### src/sv/sbm_pkg.sv
package sbm_pkg;

	localparam int STACK_DEPTH    = 1024;
	localparam int MAX_ARGS       = 4;
	localparam int PROG_ADDR_BITS = 16;
	localparam int ADDR_W         = $clog2(STACK_DEPTH);
	localparam int SP_W           = ADDR_W + 1;
	localparam int WIDE_W         = 34;
	localparam int ARG_IDX_W      = 2;
	localparam int PADDR_W        = 5;

	localparam logic [31:0] FB_RESET = 32'hFFFF_FC19;

	localparam logic [7:0] OP_CSTI   = 8'd0;
	localparam logic [7:0] OP_ADD    = 8'd1;
	localparam logic [7:0] OP_SUB    = 8'd2;
	localparam logic [7:0] OP_MUL    = 8'd3;
	localparam logic [7:0] OP_DIV    = 8'd4;
	localparam logic [7:0] OP_MOD    = 8'd5;
	localparam logic [7:0] OP_EQ     = 8'd6;
	localparam logic [7:0] OP_LT     = 8'd7;
	localparam logic [7:0] OP_NOT    = 8'd8;
	localparam logic [7:0] OP_DUP    = 8'd9;
	localparam logic [7:0] OP_SWAP   = 8'd10;
	localparam logic [7:0] OP_LDI    = 8'd11;
	localparam logic [7:0] OP_STI    = 8'd12;
	localparam logic [7:0] OP_GETBP  = 8'd13;
	localparam logic [7:0] OP_GETSP  = 8'd14;
	localparam logic [7:0] OP_INCSP  = 8'd15;
	localparam logic [7:0] OP_GOTO   = 8'd16;
	localparam logic [7:0] OP_IFZERO = 8'd17;
	localparam logic [7:0] OP_IFNZRO = 8'd18;
	localparam logic [7:0] OP_CALL   = 8'd19;
	localparam logic [7:0] OP_TCALL  = 8'd20;
	localparam logic [7:0] OP_RET    = 8'd21;
	localparam logic [7:0] OP_PRINTI = 8'd22;
	localparam logic [7:0] OP_PRINTC = 8'd23;
	localparam logic [7:0] OP_LDARGS = 8'd24;
	localparam logic [7:0] OP_STOP   = 8'd25;

	localparam logic [2:0] ERR_NONE    = 3'd0;
	localparam logic [2:0] ERR_ILLEGAL = 3'd1;
	localparam logic [2:0] ERR_STACK   = 3'd2;
	localparam logic [2:0] ERR_ADDR    = 3'd3;
	localparam logic [2:0] ERR_DIV0    = 3'd4;

	localparam logic [2:0] REG_ARG_COUNT = 3'd0;
	localparam logic [2:0] REG_ARG_0     = 3'd1;
	localparam logic [2:0] REG_ARG_1     = 3'd2;
	localparam logic [2:0] REG_ARG_2     = 3'd3;
	localparam logic [2:0] REG_ARG_3     = 3'd4;

	typedef struct packed {
		logic [7:0]         opcode;
		logic signed [31:0] operand_a;
		logic signed [31:0] operand_b;
		logic signed [31:0] operand_c;
	} instr_t;

	typedef struct packed {
		logic [15:0]        next_pc;
		logic               print_valid;
		logic               print_kind;
		logic signed [31:0] print_value;
		logic               halted;
		logic [2:0]         error_code;
	} result_t;

	typedef struct packed {
		instr_t instr;
		logic   illegal;
	} dec_t;

	typedef struct packed {
		logic        start;
		logic [31:0] dividend;
		logic [31:0] divisor;
	} div_req_t;

	typedef struct packed {
		logic        done;
		logic [31:0] quo;
		logic [31:0] rem;
	} div_rsp_t;

endpackage

### src/sv/sbm_front.sv
module sbm_front (
	input  logic            clk,
	input  logic            arst_n,
	input  logic            push,
	output logic            full,
	input  sbm_pkg::instr_t instr,
	output logic            deq_valid,
	input  logic            deq,
	output sbm_pkg::dec_t   deq_item
);

	sbm_pkg::dec_t ent_q [2];
	logic          wr_q;
	logic          rd_q;
	logic [1:0]    cnt_q;
	logic          do_push;
	logic          do_pop;
	sbm_pkg::dec_t dec;

	always_comb begin
		dec.instr   = instr;
		dec.illegal = (instr.opcode > sbm_pkg::OP_STOP);
	end

	assign full      = (cnt_q == 2'd2);
	assign deq_valid = (cnt_q != 2'd0);
	assign deq_item  = ent_q[rd_q];
	assign do_push   = push && !full;
	assign do_pop    = deq && deq_valid;

	always_ff @(posedge clk or negedge arst_n) begin
		if (!arst_n) begin
			wr_q  <= 1'b0;
			rd_q  <= 1'b0;
			cnt_q <= 2'd0;
		end else begin
			if (do_push) begin
				wr_q <= !wr_q;
			end
			if (do_pop) begin
				rd_q <= !rd_q;
			end
			cnt_q <= cnt_q + {1'b0, do_push} - {1'b0, do_pop};
		end
	end

	always_ff @(posedge clk) begin
		if (do_push) begin
			ent_q[wr_q] <= dec;
		end
	end

endmodule

### config.mk
export PLATFORM = sky130hd
export DESIGN_NAME = sbm_front
export DESIGN_NICKNAME = d
export VERILOG_FILES = /design/src/sv/sbm_pkg.sv /design/src/sv/sbm_front.sv
export SDC_FILE = /design/constraint.sdc
export NUM_CORES = 1
export LEC_CHECK = 0
export BUFFER_PORTS_ARGS = -buffer_cell sky130_fd_sc_hd__buf_2
export CORE_UTILIZATION = 47
export DETAILED_ROUTE_END_ITERATION = 12
export GPL_TIMING_DRIVEN = 0
export PLACE_DENSITY_LB_ADDON = 0.12
export REMOVE_ABC_BUFFERS = 1
export SLEW_MARGIN = 15
export SYNTH_ARGS = -nofsm -noshare
export SYNTH_HDL_FRONTEND = slang
export SYNTH_SLANG_ARGS = --single-unit
### constraint.sdc
create_clock -name clk -period 5.6 [get_ports clk]
set_input_delay 0.56 -clock clk [delete_from_list [all_inputs] [get_ports clk]]
set_output_delay 0.56 -clock clk [all_outputs]
set_load 0.05 [all_outputs]
* After elaboration in Yosys (flattened, before gate mapping)
Memory sizes are Yosys's and may differ from the RTL's.
Cells that the tools add are included.
** Cells by class
- Add/subtract/negate cells :: 2
- Magnitude comparators :: 1
- Equality and inequality tests :: 1
- Multiplexer cells :: 2
- Reduce and logical (&&, ||, !) cells :: 6
** Operator list (count)
- $gt A8 B5 Y1 const B :: 1
- $logic_not A1 Y1 :: 3
- $add A2 B1 Y2 :: 1
- $eq A2 B2 Y1 const B :: 1
- $logic_and A1 B1 Y1 :: 2
- $mux W1 :: 2
- $reduce_bool A2 Y1 :: 1
- $sub A2 B1 Y2 :: 1
** Storage, ports and cells
- Register bits :: 4
- Memory bits (writable) :: 210
- Bits of input ports :: 108
- Output and inout bits :: 107
- Logic and storage cells :: 16
- Memories :: 1
** Memories
- ent_q :: words 2, width 105, rd ports 1, clocked after Yosys merged registers in 0, write ports 1, line sbm_front.sv:12 : sbm_pkg::dec_t ent_q [2];

* Depth between registers and ports, before layout
- Depth in word-level cells :: 5
- Gate-level depth with buffers :: 7
- Mapped depth without buffers :: 7

* Least setup slack after synthesis
OpenSTA, ideal clock, no wires.
- Kind :: input -> register
- Start point :: input port push
- End point :: memory ent_q[0][0] in the netlist's numbering (enable)
- Setup time :: 0.570 ns
- Arrival :: 5.023 ns
- Required time :: 5.030 ns
- Slack :: 0.007 ns
- Stages on the path :: 2
- Buffers on the path :: 0
- Cell sequence :: nand2_1 -> nor2_1
** Between the ends
- Cells in the longest elaborated chain, start to end :: 3
** RTL lines
- from (decl) :: line sbm_front.sv:4 : input logic push,
- $logic_and A1 B1 Y1 :: line sbm_front.sv:28 : assign do_push = push && !full;
- $mux W1 :: line sbm_front.sv:48 : if (do_push) begin
- $mux W1 (implied by the code) :: line sbm_front.sv:49 : ent_q[wr_q] <= dec;
- to (decl) :: line sbm_front.sv:12
No other way between the ends.

==> flow_summary.toml <==
[sta]
hold_viol = 0
rsz0062_at_grt = "no"
fmax_ghz = 0.376
drv_slew = 0
finalCritPeriodShare_pct = 47.5
min_period_ns = 2.66
max-slew-margin-rel_pct = 47.2
skew_ns = 0.0103
tightest_slew_ns = 0.792
setup_viol = 0

[critical_path]
worst-path-buf-inv = 2
critPathLaunchType = "flip-flop"
critPathMaxFanout = 45
cp_data_arrival_time_ns = 2.10
cp_cell_sequence = "buf_16, mux2_2, buf_2"
critPathCaptureType = "output port"
cp_slowest_stage_delay_ns = 0.66
crit_family = "flip-flops"
required_ns = 5.04
critical_path_class = "flip-flop to output port"
slowest_stage = "dfrtp_4"

[global_routing]
grt_max_degree = 54
antenna_found_initial = 0
grt_first_pass_wirelength_um = 21700
globalRouteOverflowTotal = 0
grt_use_total_pct = 16.1
grt_pass1_vias = 4333

[place]
hpwl_um = 9090
dp_cells = 777
place.gp.congestion = 0.669
numPortBuffers = 214

[power]
max-vdd-ir-drop_mv = 0.397
p_total_mw = 6.26
pwr_density_cell_nw_per_um2 = 624
p_leak_nw = 3.87

[route]
drt_pre_antenna_iters = 6
drc = 0
vias = 3992
detail-route-antenna-nets = 0
routed_wirelength_um = 13900
wl_per_cell_um = 16.9
first_iter_violations = 244
avgViaCountPerCell = 4.88

[cts]
cts-htree-levels = 1
post_cts_resized = 0
root_buffer = "clkbuf_16"
cts_tree = "built"
path_clk_slew_ns = 0.06
clkLatencyLatePin_ns = 0.49
cts_setup_buffers = 0
cts_made_buffers = 22
cts.path.max_buffers = 3
cts.sinks = 214

[final_layout]
final_util_pct = 60.8
nNetsFinal = 692
regArea_um2 = 6410
multi_input_area_um2 = 1450
final_cells = 818
diodes = 0
fill_cells = 1260
drive_above_1_share_pct = 59.5
syn_to_final_growth_pct = 26.3
mostFrequentLayoutCells = "buf_2, edfxtp_1, mux2_2, mux2_4, clkbuf_16"
layout_commonest_cell = "buf_2"

[floorplanning]
fp.coreArea_um2 = 16500
die_h_um = 132
start_util_pct = 48.1
io_pins = 215
dieWidth_um = 132
num_rows = 47
die_area_um2 = 17400

[synthesis]
synth_area_leaders = "edfxtp_1, mux2_2, mux2_4, dfrtp_1, buf_6"
ys_seq_elements = 214
synthesis.area_um2 = 7950
ys_warn_count = 0
ys_types = 18
yosysSeqAreaShare_pct = 80.6
yosysTopAreaCellShare_pct = 79.3
yosysTopAreaCell = "edfxtp_1"
avgSynthCellArea_um2 = 22.9
netlist_instances = 348

[flow_run]
cap_viol_max_count = 0

[status]
outcome = "completed"

[min_path]
hold_class = "input pin to flip-flop"
## cell families (layout without fill, tap and decap cells)
family                   count (synthesis)  count (layout)  share of synthesized area, %
buffers and inverters                   14             264                          1.32
flip-flops                             214             214                          80.6
AO/OA/AOI/OAI                            1               1                        0.0944
XOR/XNOR                                 4               4                         0.441
adder cells (fa/ha/maj)                  2               2                         0.315
multiplexers                           105             105                          16.8
AND/OR/NAND/NOR                          8               8                         0.519
## report_power, final
| part | internal (mW) | switching, mW |
|---|---|---|
| combinational | 0.811 | 1.86 |
| sequential | 2.19 | 0.116 |
| clock | 0.743 | 0.546 |
| total | 3.74 | 2.52 |
## synthesized netlist by cell type, drive strengths merged
cell type and number:
edfxtp 210, mux2 105, buf 12, dfrtp 4, xnor2 3, ha 2, inv 2, nand2 2
and2 1, and3 1, nand2b 1, nor2 1, nor3 1, o211ai 1, or2 1, xor2 1
## area by class of cell
type                            instances  share of cell area [%]
Sequential cell                       214                    63.8
Clock inverter                         13                   0.523
Timing Repair Buffer                  222                    12.5
Inverter                                2                  0.0748
Multi-Input combinational cell        120                    14.5
Clock buffer                           27                    5.88
Tap cell                              220                    2.74
## sequential cells by signal, indices dropped and copies added (netlist names)
signal,count
cnt_q,2
ent_q,210
rd_q,1
wr_q,1
## stage by stage
step                      setup slack, ns  hold slack (ns)  TNS, ns  cell area [um2]
after detailed placement             3.44            0.373        0             9390
after CTS                            2.90            0.229        0            10000
final                                2.94            0.254        0            10000
after global routing                 2.86            0.234        0            10000
after global placement              -2.50            0.364  -262.16             9200
after floorplan                   0.00721            0.264        0             7860
## metal layers
metal / global-route usage [%] / part of all wire (%)
met1: 17.0 / 37
met2: 29.8 / 53
met5: 0 / 0
met4: 6.07 / 2.4
met3: 5.11 / 7.8
## worst paths after layout
path | startpoint | endpoint | slack [ns] | depth (start not counted)
max in group asynchronous | arst_n | rd_q | 5.02 | 2
worst max register to register | cnt_q[1] | ent_q[1][12] | 3.60 | 3
worst max-delay path | rd_q | deq_item[25] | 2.94 | 3
min in group asynchronous | arst_n | wr_q | 0.44 | 2
worst min register to register | cnt_q[1] | cnt_q[1] | 0.51 | 1
worst min-delay path | instr[7] | ent_q[0][8] | 0.25 | 1
## repair_timing
action | 4_1_cts | 5_1_grt
hold buffers | 1 | 0
endpoints found under the setup margin | 0 | 0
hold endpoints to repair | 4 | 0
Note: power is estimated with default switching activity, not from simulation.
