<file path="config.mk">
export PLATFORM = sky130hd
export DESIGN_NAME = sbm_div
export DESIGN_NICKNAME = d
export VERILOG_FILES = /design/src/sv/sbm_pkg.sv /design/src/sv/sbm_div.sv
export SDC_FILE = /design/constraint.sdc
export NUM_CORES = 1
export LEC_CHECK = 0
export ABC_CLOCK_PERIOD_IN_PS = 5500
export BUFFER_PORTS_ARGS = -buffer_cell sky130_fd_sc_hd__buf_2
export CORE_MARGIN = 3
export CORE_UTILIZATION = 25
export DETAILED_ROUTE_END_ITERATION = 7
export GPL_TIMING_DRIVEN = 0
export SYNTH_ARGS = -nofsm -noshare
export SYNTH_HDL_FRONTEND = slang
export SYNTH_SLANG_ARGS = --single-unit
</file>
<file path="constraint.sdc">
create_clock -name clk -period 5.5 [get_ports clk]
set_input_delay 0.55 -clock clk [delete_from_list [all_inputs] [get_ports clk]]
set_output_delay 0.55 -clock clk [all_outputs]
set_load 0.02 [all_outputs]
</file>
<file path="src/sv/sbm_pkg.sv">
package sbm_pkg;

	localparam int STACK_DEPTH    = 1024;
	localparam int MAX_ARGS       = 4;
	localparam int PROG_ADDR_BITS = 16;
	localparam int ADDR_W         = $clog2(STACK_DEPTH);
	localparam int SP_W           = ADDR_W + 1;
	localparam int WIDE_W         = 34;
	localparam int ARG_IDX_W      = 2;
	localparam int PADDR_W        = 5;

	localparam logic [31:0] FB_RESET = 32'hFFFF_FC19;

	localparam logic [7:0] OP_CSTI   = 8'd0;
	localparam logic [7:0] OP_ADD    = 8'd1;
	localparam logic [7:0] OP_SUB    = 8'd2;
	localparam logic [7:0] OP_MUL    = 8'd3;
	localparam logic [7:0] OP_DIV    = 8'd4;
	localparam logic [7:0] OP_MOD    = 8'd5;
	localparam logic [7:0] OP_EQ     = 8'd6;
	localparam logic [7:0] OP_LT     = 8'd7;
	localparam logic [7:0] OP_NOT    = 8'd8;
	localparam logic [7:0] OP_DUP    = 8'd9;
	localparam logic [7:0] OP_SWAP   = 8'd10;
	localparam logic [7:0] OP_LDI    = 8'd11;
	localparam logic [7:0] OP_STI    = 8'd12;
	localparam logic [7:0] OP_GETBP  = 8'd13;
	localparam logic [7:0] OP_GETSP  = 8'd14;
	localparam logic [7:0] OP_INCSP  = 8'd15;
	localparam logic [7:0] OP_GOTO   = 8'd16;
	localparam logic [7:0] OP_IFZERO = 8'd17;
	localparam logic [7:0] OP_IFNZRO = 8'd18;
	localparam logic [7:0] OP_CALL   = 8'd19;
	localparam logic [7:0] OP_TCALL  = 8'd20;
	localparam logic [7:0] OP_RET    = 8'd21;
	localparam logic [7:0] OP_PRINTI = 8'd22;
	localparam logic [7:0] OP_PRINTC = 8'd23;
	localparam logic [7:0] OP_LDARGS = 8'd24;
	localparam logic [7:0] OP_STOP   = 8'd25;

	localparam logic [2:0] ERR_NONE    = 3'd0;
	localparam logic [2:0] ERR_ILLEGAL = 3'd1;
	localparam logic [2:0] ERR_STACK   = 3'd2;
	localparam logic [2:0] ERR_ADDR    = 3'd3;
	localparam logic [2:0] ERR_DIV0    = 3'd4;

	localparam logic [2:0] REG_ARG_COUNT = 3'd0;
	localparam logic [2:0] REG_ARG_0     = 3'd1;
	localparam logic [2:0] REG_ARG_1     = 3'd2;
	localparam logic [2:0] REG_ARG_2     = 3'd3;
	localparam logic [2:0] REG_ARG_3     = 3'd4;

	typedef struct packed {
		logic [7:0]         opcode;
		logic signed [31:0] operand_a;
		logic signed [31:0] operand_b;
		logic signed [31:0] operand_c;
	} instr_t;

	typedef struct packed {
		logic [15:0]        next_pc;
		logic               print_valid;
		logic               print_kind;
		logic signed [31:0] print_value;
		logic               halted;
		logic [2:0]         error_code;
	} result_t;

	typedef struct packed {
		instr_t instr;
		logic   illegal;
	} dec_t;

	typedef struct packed {
		logic        start;
		logic [31:0] dividend;
		logic [31:0] divisor;
	} div_req_t;

	typedef struct packed {
		logic        done;
		logic [31:0] quo;
		logic [31:0] rem;
	} div_rsp_t;

endpackage

</file>
<file path="src/sv/sbm_div.sv">
module sbm_div (
	input  logic              clk,
	input  logic              arst_n,
	input  sbm_pkg::div_req_t req,
	output sbm_pkg::div_rsp_t rsp
);

	logic        busy_q;
	logic        done_q;
	logic [4:0]  cnt_q;
	logic [31:0] rem_q;
	logic [31:0] quo_q;
	logic [31:0] dsr_q;
	logic        negq_q;
	logic        negr_q;
	logic [32:0] shifted;
	logic [32:0] diff;

	assign shifted = {rem_q, quo_q[31]};
	assign diff    = shifted - {1'b0, dsr_q};

	always_ff @(posedge clk or negedge arst_n) begin
		if (!arst_n) begin
			busy_q <= 1'b0;
			done_q <= 1'b0;
		end else begin
			done_q <= 1'b0;
			if (req.start) begin
				busy_q <= 1'b1;
			end else if (busy_q && cnt_q == 5'd31) begin
				busy_q <= 1'b0;
				done_q <= 1'b1;
			end
		end
	end

	always_ff @(posedge clk) begin
		if (req.start) begin
			cnt_q  <= 5'd0;
			rem_q  <= 32'd0;
			quo_q  <= req.dividend[31] ? -req.dividend : req.dividend;
			dsr_q  <= req.divisor[31] ? -req.divisor : req.divisor;
			negq_q <= req.dividend[31] ^ req.divisor[31];
			negr_q <= req.dividend[31];
		end else if (busy_q) begin
			cnt_q <= cnt_q + 5'd1;
			if (!diff[32]) begin
				rem_q <= diff[31:0];
				quo_q <= {quo_q[30:0], 1'b1};
			end else begin
				rem_q <= shifted[31:0];
				quo_q <= {quo_q[30:0], 1'b0};
			end
		end
	end

	always_comb begin
		rsp.done = done_q;
		rsp.quo  = negq_q ? -quo_q : quo_q;
		rsp.rem  = negr_q ? -rem_q : rem_q;
	end

endmodule

</file>
# Word level (Yosys, flattened, before mapping)
# Cells that the tools add are included.
# W data, S select, Z words.
# op_classes
div_mod_pow	0
mul	0
n_eq_ne	1
n_bitwise	1
addsub	6
reduce_logical	3
shift	0
magnitude_cmp	0
mux	12
# op_table
op	count
$mux W32	6
$neg A32 Y32	4
$sub A33 B32 Y33	1
$mux W31	1
$add A5 B1 Y5 const B	1
$eq A5 B5 Y1 const B	1
$mux W1	5
$reduce_bool A2 Y1	2
$logic_and A1 B1 Y1	1
$xor A1 B1 Y1	1
# word_totals
output_inout_bits	65
ramBits	0
reg_bits	105
elab_cells	32
romBits	0
inputBits	67
mem_count	0
latchBits	0

# Longest topological paths before layout
# logic_depth
depth_word	4
ltp_mapped	13
depth_no_buf	12

# Least setup slack after synthesis
# Ideal clock, no wire load.
# synth_timing
kind	register to output
start	register quo_q[9]
end	output port rsp[57] in the netlist's numbering
setup_slack_ns	1.867
stages_incl_launch_ff	9
t_required_ns	4.950
t_arrival_ns	3.083
n_path_buf	0
cell_sequence	edfxtp_1 or3_4 or4_4 or2_1 or3_4 or4_4 or3_4 o31ai_2 xnor2_1
# synth_lines
item	line	rtl
start: declaration	sbm_div.sv:12	logic [31:0] quo_q;
start signal: assignment	sbm_div.sv:41	quo_q <= req.dividend[31] ? -req.dividend : req.dividend;
start signal: assignment	sbm_div.sv:49	quo_q <= {quo_q[30:0], 1'b1};
start signal: assignment	sbm_div.sv:52	quo_q <= {quo_q[30:0], 1'b0};
end: declaration	sbm_div.sv:5	output sbm_pkg::div_rsp_t rsp

# Final worst setup path
# layout_timing
start	register quo_q[31]
end	register rem_q[29]
# layout_via
elab_chain_cells	2
# layout_lines
item	line	rtl
$sub A33 B32 Y33	sbm_div.sv:20	assign diff = shifted - {1'b0, dsr_q};
$mux W32	sbm_div.sv:47	if (!diff[32]) begin
end signal: assignment	sbm_div.sv:48	rem_q <= diff[31:0];
end signal: assignment	sbm_div.sv:51	rem_q <= shifted[31:0];
end: declaration	sbm_div.sv:11	logic [31:0] rem_q;
# No other way between the ends.
# A chain may end at the register's enable or synchronous reset.

==> results.cfg <==
[synthesis]
yosysSeqAreaShare_pct = 32.9
synth_top_flop_cell = edfxtp_1
synth_edf_count = 66
ys_warn_count = 0
synthAdderAreaFrac_pct = 5.89
syn-instance-count = 996
synthTopCellsByArea = edfxtp_1 24%, xnor2_1 10%, dfxtp_1 8.8%, ha_1 5.6%, nand2_1 5.5%
synth_fp_nets = 1102
synthSimpleGateAreaFrac_pct = 20.3
synth_compound_area_share_pct = 20.5
synth_top_area_share_pct = 23.5
netlist-cell-type-count = 65
yosys.area.top_type = edfxtp_1
synthMuxAreaShare_pct = 0.728
netlist_area_um2 = 8420
ys_seq_elements = 105
synth_top_family_by_area = compound AO/OA/AOI/OAI gates
synth-xor-area-share_pct = 15.4
syn_area_per_cell_um2 = 8.45
async_flop_share_pct = 1.90

[pwr]
share_comb_of_total_power_pct = 28.4
internal_power_uw = 1450
power.leakage_uw = 0.00409
p_per_area_nw_per_um2 = 221
power_frac_seq_pct = 44.0
p_sw_share_pct = 33.7
clkPwrFrac_pct = 27.6
p_switching_uw = 738
ir_drop_mv = 0.150
total_power_uw = 2190

[run_status]
outcome = completed

[routing]
dr.pass1.iters = 5
drc = 0
dr_wl_met2_mm = 11.3
drtIter0Drc = 575
ant_nets = 0
highest_layer = met4
finalWirelength_mm = 25.2
vias_per_cell = 4.92
vias = 7808
met1_length_mm = 12.0
routed-wl-met3_mm = 1.35
wl_per_cell_um = 15.9

[global_route]
track_usage_pct = 13.7
grt_max_degree = 37
grt_pass1_wl_mm = 39.8
grt-ovfl-total = 0
first_global_vias = 7449
antenna_found_initial = 0

[sta]
timing.final.ws_setup_ns = 1.08
period_share_pct = 80.3
setup_viol = 0
rsz0062_at_grt = no
finalHoldViolCount = 0
max_freq_mhz = 226
maxSlewViolCount = 0
period_minus_slack_ns = 4.42
relSlewSlack_pct = 14.5
skew_ns = 0.0122
fin_setup_tns_ns = 0
worst_slew_pin_slew_ns = 1.28

[clock_network]
clk_pin_slew_ns = 0.08
cts.sinks = 105
cts_buffers = 9
ctsHtreeMaxLevel = 3
cts_root_buf = clkbuf_16
cts_tree = yes
cts_buffer_depth = 2
clock_latency_ns = 0.36
post_cts_resize_count = 0

[floorplan]
rows = 66
placeableCoreArea_um2 = 32900
dieWidth_um = 189
dieArea_um2 = 35900
die_y_um = 189
ioPinCount = 132
initial_utilization_pct = 25.6

[critical_path]
criticalPathCategory = reg2reg
crit_required_ns = 5.76
cp-start-kind = flop
critPathArrivalTime_ns = 4.68
crit_path_end_kind = flop
critPathMaxFanout = 10

[place]
hpwl_mm = 20.5
pre_cts_slack_ns = 1.13
gp_congestion = 0.878
port_buffers = 131

[finish]
syn2layout_area_growth_pct = 17.7
n_antenna_cell = 0
post_route_cells_drive_above_1_share_pct = 14.7
final_util_pct = 30.1
nNetsFinal = 1245

[min_path]
hp-class = in2reg

[run]
drv_cap = 0
registers in the layout, summed over array words and instances (netlist names):
register,cells
quo_q,32
done_q,1
cnt_q,5
negq_q,1
busy_q,1
negr_q,1
rem_q,32
dsr_q,32
cell usage after synthesis, types with 6 or more instances:
master	n
o41ai_1	15
nor3_1	14
a21oi_1	57
nand3b_1	8
nand2b_1	11
xor2_1	46
clkbuf_1	33
ha_1	38
nor2_1	92
a21o_1	14
nor2b_1	9
dfxtp_1	37
or4_1	15
and3_1	9
o21ai_0	55
nand3_1	11
a31oi_1	6
o21a_1	8
edfxtp_1	66
or3_1	22
nor4_1	9
a311oi_1	25
xnor2_1	100
nand2_1	124
o211ai_1	6
o31ai_1	36
inv_1	49
layer usage:
layer / track usage [%] / vias up
met5: 0 / -
met1: 18.7 / 3634
li1: - / 3909
met4: 4.41 / 0
met2: 22.2 / 235
met3: 2.13 / 30
logic make-up (layout without fill, tap and decap cells):
family,after synthesis,after routing
AND/OR/NAND/NOR,353,353
AO/OA/AOI/OAI,254,254
XOR/XNOR,147,147
flip-flops,105,105
buffers and inverters,92,240
adder cells (fa/ha/maj),39,39
multiplexers,6,6
stage by stage:
stage	hold WS [ns]	std cells	area [um^2]
after floorplan	0.254	996	8420
after global placement	0.337	1569	9630
after detailed placement	0.338	1569	9630
after CTS	0.408	1586	9910
after global routing	0.404	1586	9910
final	0.418	1586	9910
cell usage in the layout (no fill, tap or decap), types with 14 or more instances in the layout:
cell type / synthesis / layout
o21ai_0: 55 / 55
dfxtp_1: 37 / 37
ha_1: 38 / 38
buf_2: 2 / 133
clkbuf_1: 33 / 33
edfxtp_1: 66 / 66
xor2_1: 46 / 46
inv_1: 49 / 49
o41ai_1: 15 / 15
or3_1: 22 / 22
a21oi_1: 57 / 57
or4_1: 15 / 15
nand2_1: 124 / 124
nor3_1: 14 / 14
nor2_1: 92 / 92
a21o_1: 14 / 14
a311oi_1: 25 / 25
xnor2_1: 100 / 100
o31ai_1: 36 / 36
cell type report:
type,instances,area (um^2)
inverter,49,184
timing repair buffer,132,666
sequential,105,2770
tap,442,553
clock inverter,7,45.0
buffer,43,175
fill,3614,23000
clock buffer,9,225
multi-input combinational,799,5290
worst paths after layout:
path	startpoint	depth (start not counted)	slack, ns	endpoint
hold reg to reg	cnt_q[4]$_SDFFE_PP0P_	2	0.51	cnt_q[4]$_SDFFE_PP0P_
max in group asynchronous	arst_n	2	4.81	busy_q$_DFFE_PN0P_
min in group asynchronous	arst_n	2	0.59	done_q$_DFF_PN0_
setup / recovery	quo_q[31]$_DFFE_PP_	13	1.08	rem_q[29]$_SDFFE_PP0P_
setup reg to reg	quo_q[31]$_DFFE_PP_	13	1.08	rem_q[29]$_SDFFE_PP0P_
hold / removal	req[0]	1	0.42	dsr_q[0]$_DFFE_PP_
timing repair:
item                                   CTS  global route
buffers inserted                         0             0
hold buffers                             1             0
endpoints found under the hold margin    2             0
power groups by stage:
| stage | Sequential (uW) | Clock (uW) | Combinational (uW) |
|---|---|---|---|
| after floorplan | 962 | 0 | 418 |
| after global placement | 978 | 0 | 619 |
| after detailed placement | 982 | 0 | 624 |
| after CTS | 964 | 621 | 626 |
| after global routing | 972 | 655 | 683 |
| final | 965 | 604 | 624 |
worst max-delay path: stages (launching register included):
cell	delay, ns
edfxtp_1	0.37
inv_1	0.10
ha_1	0.25
fa_1	0.42
nor2b_1	0.21
o2111ai_1	0.17
a311oi_1	0.46
o2111a_1	0.30
o21ai_1	0.09
a221o_1	0.45
xor2_1	0.61
clkbuf_1	0.51
nand2_1	0.10
a311oi_1	0.27
No activity file was read; power rests on OpenSTA's default activity.
